<file path="src/design/gacq_pkg.sv">
// gacq_pkg: shared types, constants and elaboration helpers of the grid cost query block
// depends on nothing; imported by every module of the block except gacq_ram
`default_nettype none

package gacq_pkg;

   // request and result payloads
   typedef struct packed {
      logic       func;
      logic [3:0] cell_row;
      logic [3:0] cell_col;
      logic [7:0] cell_value;
      logic [3:0] start_row;
      logic [3:0] start_col;
      logic [3:0] goal_row;
      logic [3:0] goal_col;
   } req_type;

   typedef struct packed {
      logic [19:0] path_cost;
      logic        reached;
   } rsp_type;

   // request function codes
   localparam logic FUNC_WRITE = 1'b0;
   localparam logic FUNC_QUERY = 1'b1;

   // score codes, unsigned q12.8
   localparam logic [19:0] G_INF      = 20'hFFFFF;
   localparam logic [19:0] G_MAX      = 20'hFFFFE;
   localparam logic [20:0] F_INF      = 21'h1FFFFF;
   localparam logic [20:0] F_MAX      = 21'h1FFFFE;
   localparam logic [20:0] OUT_MAX    = 21'h0FFFFF;
   localparam logic [19:0] STEP_ORTHO = 20'd256;
   localparam logic [19:0] STEP_DIAG  = 20'd362;

   // register map
   localparam logic [2:0] ADDR_PASS_LIMIT  = 3'd0;
   localparam logic [7:0] PASS_LIMIT_RESET = 8'd3;

   // per-cell search record
   typedef struct packed {
      logic        open;
      logic        closed;
      logic [19:0] g;
      logic [20:0] f;
   } cell_rec_type;

   // controller to datapath commands
   typedef struct packed {
      logic map_clr;
      logic map_wr;
      logic load_query;
      logic ptr_inc;
      logic rec_clr;
      logic sel_seed;
      logic seed_wr;
      logic scan_rd;
      logic close_wr;
      logic nb_rd;
      logic nb_wr;
      logic emit_miss;
      logic emit_hit;
   } cmd_type;

   // datapath to controller status
   typedef struct packed {
      logic cell_ok;
      logic query_ok;
      logic ptr_last;
      logic nb_last;
      logic found;
      logic at_goal;
   } sts_type;

   // rounded square root of sq in q8, half up; used at elaboration only
   function automatic logic [19:0] root_q8(input int unsigned sq);
      longint unsigned v;
      longint unsigned r;
      longint unsigned t;
      int              b;
      v = longint'(sq) << 16;
      r = 0;
      for (b = 20; b >= 0; b--) begin
         t = r | (64'd1 << b);
         if (t * t <= v) r = t;
      end
      if (v - r * r > r) r = r + 1;
      return 20'(r);
   endfunction

endpackage

`default_nettype wire

</file>
<file path="src/design/gacq_ctrl.sv">
// gacq_ctrl: sequencer of map clearing, map writes and the a* search
// depends on gacq_pkg
`default_nettype none

module gacq_ctrl (
   input  wire logic              clock,
   input  wire logic              reset,
   input  wire logic              start,
   input  wire logic              func,
   output logic                   busy,
   output gacq_pkg::cmd_type      cmd,
   input  wire gacq_pkg::sts_type sts
);
   import gacq_pkg::*;

   typedef enum logic [9:0] {
      S_MAPCLR    = 10'b00_0000_0001,
      S_IDLE      = 10'b00_0000_0010,
      S_RECCLR    = 10'b00_0000_0100,
      S_SEED_RD   = 10'b00_0000_1000,
      S_SEED_WR   = 10'b00_0001_0000,
      S_SCAN      = 10'b00_0010_0000,
      S_SCAN_TAIL = 10'b00_0100_0000,
      S_PICK      = 10'b00_1000_0000,
      S_NB_RD     = 10'b01_0000_0000,
      S_NB_EVAL   = 10'b10_0000_0000
   } state_type;

   state_type state_ff, state_in;

   // next state and commands
   always_comb begin
      state_in = state_ff;
      cmd      = '0;
      unique case (state_ff)
         S_MAPCLR: begin
            cmd.map_clr = 1'b1;
            cmd.ptr_inc = 1'b1;
            if (sts.ptr_last) state_in = S_IDLE;
         end
         S_IDLE: begin
            if (start) begin
               if (func == FUNC_WRITE) begin
                  cmd.map_wr = sts.cell_ok;
               end else if (sts.query_ok) begin
                  cmd.load_query = 1'b1;
                  state_in       = S_RECCLR;
               end else begin
                  cmd.emit_miss = 1'b1;
               end
            end
         end
         S_RECCLR: begin
            cmd.rec_clr = 1'b1;
            cmd.ptr_inc = 1'b1;
            if (sts.ptr_last) state_in = S_SEED_RD;
         end
         S_SEED_RD: begin
            cmd.sel_seed = 1'b1;
            state_in     = S_SEED_WR;
         end
         S_SEED_WR: begin
            cmd.sel_seed = 1'b1;
            cmd.seed_wr  = 1'b1;
            state_in     = S_SCAN;
         end
         S_SCAN: begin
            cmd.scan_rd = 1'b1;
            cmd.ptr_inc = 1'b1;
            if (sts.ptr_last) state_in = S_SCAN_TAIL;
         end
         S_SCAN_TAIL: begin
            state_in = S_PICK;
         end
         S_PICK: begin
            priority if (!sts.found) begin
               cmd.emit_miss = 1'b1;
               state_in      = S_IDLE;
            end else if (sts.at_goal) begin
               cmd.emit_hit = 1'b1;
               state_in     = S_IDLE;
            end else begin
               cmd.close_wr = 1'b1;
               state_in     = S_NB_RD;
            end
         end
         S_NB_RD: begin
            cmd.nb_rd = 1'b1;
            state_in  = S_NB_EVAL;
         end
         S_NB_EVAL: begin
            cmd.nb_wr = 1'b1;
            state_in  = sts.nb_last ? S_SCAN : S_NB_RD;
         end
         default: begin
            state_in = S_IDLE;
         end
      endcase
   end

   // state register
   always_ff @(posedge clock) begin
      if (reset) state_ff <= S_MAPCLR;
      else       state_ff <= state_in;
   end

   assign busy = (state_ff != S_IDLE);

endmodule

`default_nettype wire

</file>
<file path="config.mk">
export PLATFORM = sky130hd
export DESIGN_NAME = gacq_ctrl
export DESIGN_NICKNAME = d
export VERILOG_FILES = /design/src/design/gacq_pkg.sv /design/src/design/gacq_ctrl.sv
export SDC_FILE = /design/constraint.sdc
export NUM_CORES = 1
export LEC_CHECK = 0
export BUFFER_PORTS_ARGS = -buffer_cell sky130_fd_sc_hd__buf_4
export CAP_MARGIN = 20
export CORE_ASPECT_RATIO = 0.8
export CORE_UTILIZATION = 40
export DETAILED_ROUTE_END_ITERATION = 7
export MAX_ROUTING_LAYER = met4
export PLACE_DENSITY = 0.66
export SETUP_SLACK_MARGIN = 0.4
export SYNTH_ARGS = -nofsm -noshare
export SYNTH_HDL_FRONTEND = slang
export SYNTH_SLANG_ARGS = --single-unit
export TNS_END_PERCENT = 5
</file>
<file path="constraint.sdc">
create_clock -name clock -period 5.4 [get_ports clock]
set_clock_uncertainty 0.2 [all_clocks]
set_input_delay 0.81 -clock clock [delete_from_list [all_inputs] [get_ports clock]]
set_output_delay 0.81 -clock clock [all_outputs]
set_load 0.03 [all_outputs]
</file>
==> run_results.csv <==
group,metric,value,unit
die,core-area,0.00149,mm²
finish,drive_above_1_share,36.3,%
synthesis,synthAdderAreaFrac,0,%
global_route,antenna_found_initial,0,
finish,largest-register,"state_ff",
pwr,comb_power_share,19.3,%
synthesis,ys_seq_area_share,29.5,%
synthesis,syn-num-nets,89,
status,status,"finished clean",
global_route,grt_util_all_layers,22.7,%
die,chipWidth,48.0,µm
setup_path,worst_ep_required_time,4.39,ns
sta,slew_headroom,68.6,%
pwr,ir_worst_vdd,0.131,mV
finish,final_cell_mix,"23 x buf_4, 10 x dfxtp_1, 8 x nor2_1",
placement,gp_congestion,0.847,
synthesis,synth_cells,79,
route,routedWlPerCell,13.4,µm
pwr,leakagePower,0.369,nW
finish,fillers,142,
global_route,overflow,0,
synthesis,netlist_area,678,µm²
route,drtIter0Drc,14,
synthesis,synth_edf_count,0,
route,viasPerCell,5.71,
setup_path,worst_setup_path_end_kind,"primary output",
global_route,grt_pass1_vias,605,
synthesis,synth_top_family_by_area,"simple AND/OR/NAND/NOR gates",
clocking,holdBufCountCts,0,
setup_path,critical_path.max_fanout,5,
placement,port_buffers,23,
die,ioPinCount,24,
die,start_util,45.6,%
synthesis,synth_area_leaders,"dfxtp_1 30%, nor2_1 4.4%, nor4b_1 3.9%",
pwr,swShare,27.1,%
synthesis,async_flop_share,0,%
route,first_pass_iters,4,
synthesis,synth_xor_area_share,3.87,%
setup_path,worst_ep_arrival_time,2.35,ns
route,ant_nets,0,
clocking,cts_resized,0,
clocking,cts_buffers,3,
sta,fin_setup_tns,0,ns
pwr,p_int,0.132,mW
sta,rsz0062_at_grt,"no",
route,routed_wl,1650,µm
synthesis,synth_top_area_share,29.5,%
finish,final_common_cell,"buf_4",
sta,maxSlewViolCount,0,
pwr,p_clk_share,37.5,%
route,drc,0,
pwr,seq_power_share,43.1,%
die,dieArea,0.00186,mm²
synthesis,syn_avg_cell_area,8.58,µm²
run,max_cap_viol_count,0,
worst_hold_path,min_path_type,"flop to flop",
clocking,post_cts_buffers,0,
sta,min_period,3.36,ns
setup_path,timing.critical_path.buf_inv,1,
sta,finalHoldViolations,0,
sta,timing.hold.ws,0.334,ns
setup_path,start_kind,"flop",
die,dieHeight,38.8,µm
clocking,clk_path_buf_depth,2,
pwr,powerDensity,203,mW/mm²
setup_path,worst_path_max_delay_cell,"or4_4",
synthesis,synth-simple-area-share,48.2,%
clocking,htree_num_levels,1,
finish,largest_reg_flops,10,
setup_path,cp_top_family,"simple AND/OR/NAND/NOR gates",
finish,area_growth,31.7,%
clocking,clk_latency,0.26,ns
global_route,grt_max_degree,13,
sta,min_period_over_period,62.2,%
global_route,grt_pass1_wl,2670,µm
clocking,cts_tree,"done",
finish,fin_nets,113,
synthesis,synth-compound-area-share,15.5,%
synthesis,yosys_warnings,0,
sta,worstMarginPinSlew,0.466,ns
setup_path,path_class,"flop to primary output",
clocking,cts.reportedPaths.clkPinSlew,0.07,ns
synthesis,synth_top_area_cell,"dfxtp_1",
route,vias,702,
finish,antennaDiodeCount,0,
sta,setup_viol,0,
synthesis,ys.flop_type,"dfxtp_1",
synthesis,synth.distinct_cells,36,
clocking,root_buffer,"clkbuf_4",
die,fp-row-count,12,
synthesis,synthMuxAreaShare,0,%
sta,clock.fmax,298,MHz
synthesis,synth-seq-cells,10,
clocking,cts.sinks,10,
placement,hpwl,1260,µm
setup_path,crit_chain,"or4_4 > or3_4 > or3_2 > nor3b_1 > buf_4",
setup_path,cpPeakStageDelay,0.54,ns
pwr,p_sw,0.0491,mW
finish,top_regs,"state_ff x10",
==> cell families (layout without fill, tap and decap cells) <==
logic type             count (synthesis)  count (layout)
AO/OA/AOI/OAI                         15              15
XOR/XNOR                               3               3
AND/OR/NAND/NOR                       47              47
buffers and inverters                  4              27
flip-flops                            10              10
==> worst paths after layout <==
| check | from | to | slack (ns) | depth (start not counted) |
|---|---|---|---|---|
| min | state_ff[6]$_SDFFE_PP0P_ | state_ff[7]$_SDFFE_PP0P_ | 0.33 | 2 |
| max reg2reg | state_ff[6]$_SDFFE_PP0P_ | state_ff[8]$_SDFFE_PP0P_ | 2.96 | 5 |
| min reg2reg | state_ff[6]$_SDFFE_PP0P_ | state_ff[7]$_SDFFE_PP0P_ | 0.33 | 2 |
| max | state_ff[6]$_SDFFE_PP0P_ | cmd[12] | 2.04 | 5 |
==> cells in the mapped netlist (2+ instances only) <==
master and instances:
clkbuf_1 2, and3_1 3, a21oi_1 2, or3_4 2, o21ai_0 5, nor2_1 8, nand2_1 4, nor3_1 4
nor4_1 3, nand3b_1 2, dfxtp_1 10, nor4bb_1 2, xor2_1 3, nor4b_1 3, nor3b_1 2, nor2b_1 4
==> stage by stage <==
stage          total power [mW]  setup slack (ns)  std cells  utilization (%)  area [µm²]
6_report                  0.181              2.04        123             60.1         893
3_3_place_gp              0.114              2.35        119             57.7         857
4_1_cts                   0.183              2.03        123             60.1         893
3_5_place_dp              0.115              2.34        119             57.7         857
2_1_floorplan             0.101              1.99         79                -         678
5_1_grt                   0.192              1.96        123             60.1         893
==> layer usage <==
layer  global-route usage [%]  share of wire [%]  vias up
met5                        -                  0        -
met3                     8.41                9.1        2
met1                     30.8                 47      319
met2                     28.7                 42       32
li1                         -                  -      349
met4                     11.1                1.5        0
==> worst reg2reg max path, delay by kind of cell (launching register included) <==
family          cells  cell delay, ns
simple gates        4            1.61
flops               1            0.34
compound gates      1            0.19
==> cell type report <==
type	instances	area, µm²	area share (%)
clock buffer	4	36.3	4.06
timing repair buffer	23	173	19.3
tap	21	26.3	2.94
multi-input combinational	65	458	51.3
sequential	10	200	22.4
==> power groups by stage <==
stage	clock [mW]	combinational, mW	sequential [mW]
finish	0.0679	0.0350	0.0781
global route	0.0752	0.0380	0.0784
CTS	0.0700	0.0352	0.0779
detailed placement	0	0.0349	0.0796
global placement	0	0.0347	0.0796
floorplan	0	0.0230	0.0779
Power figures use the tool's default switching activity.
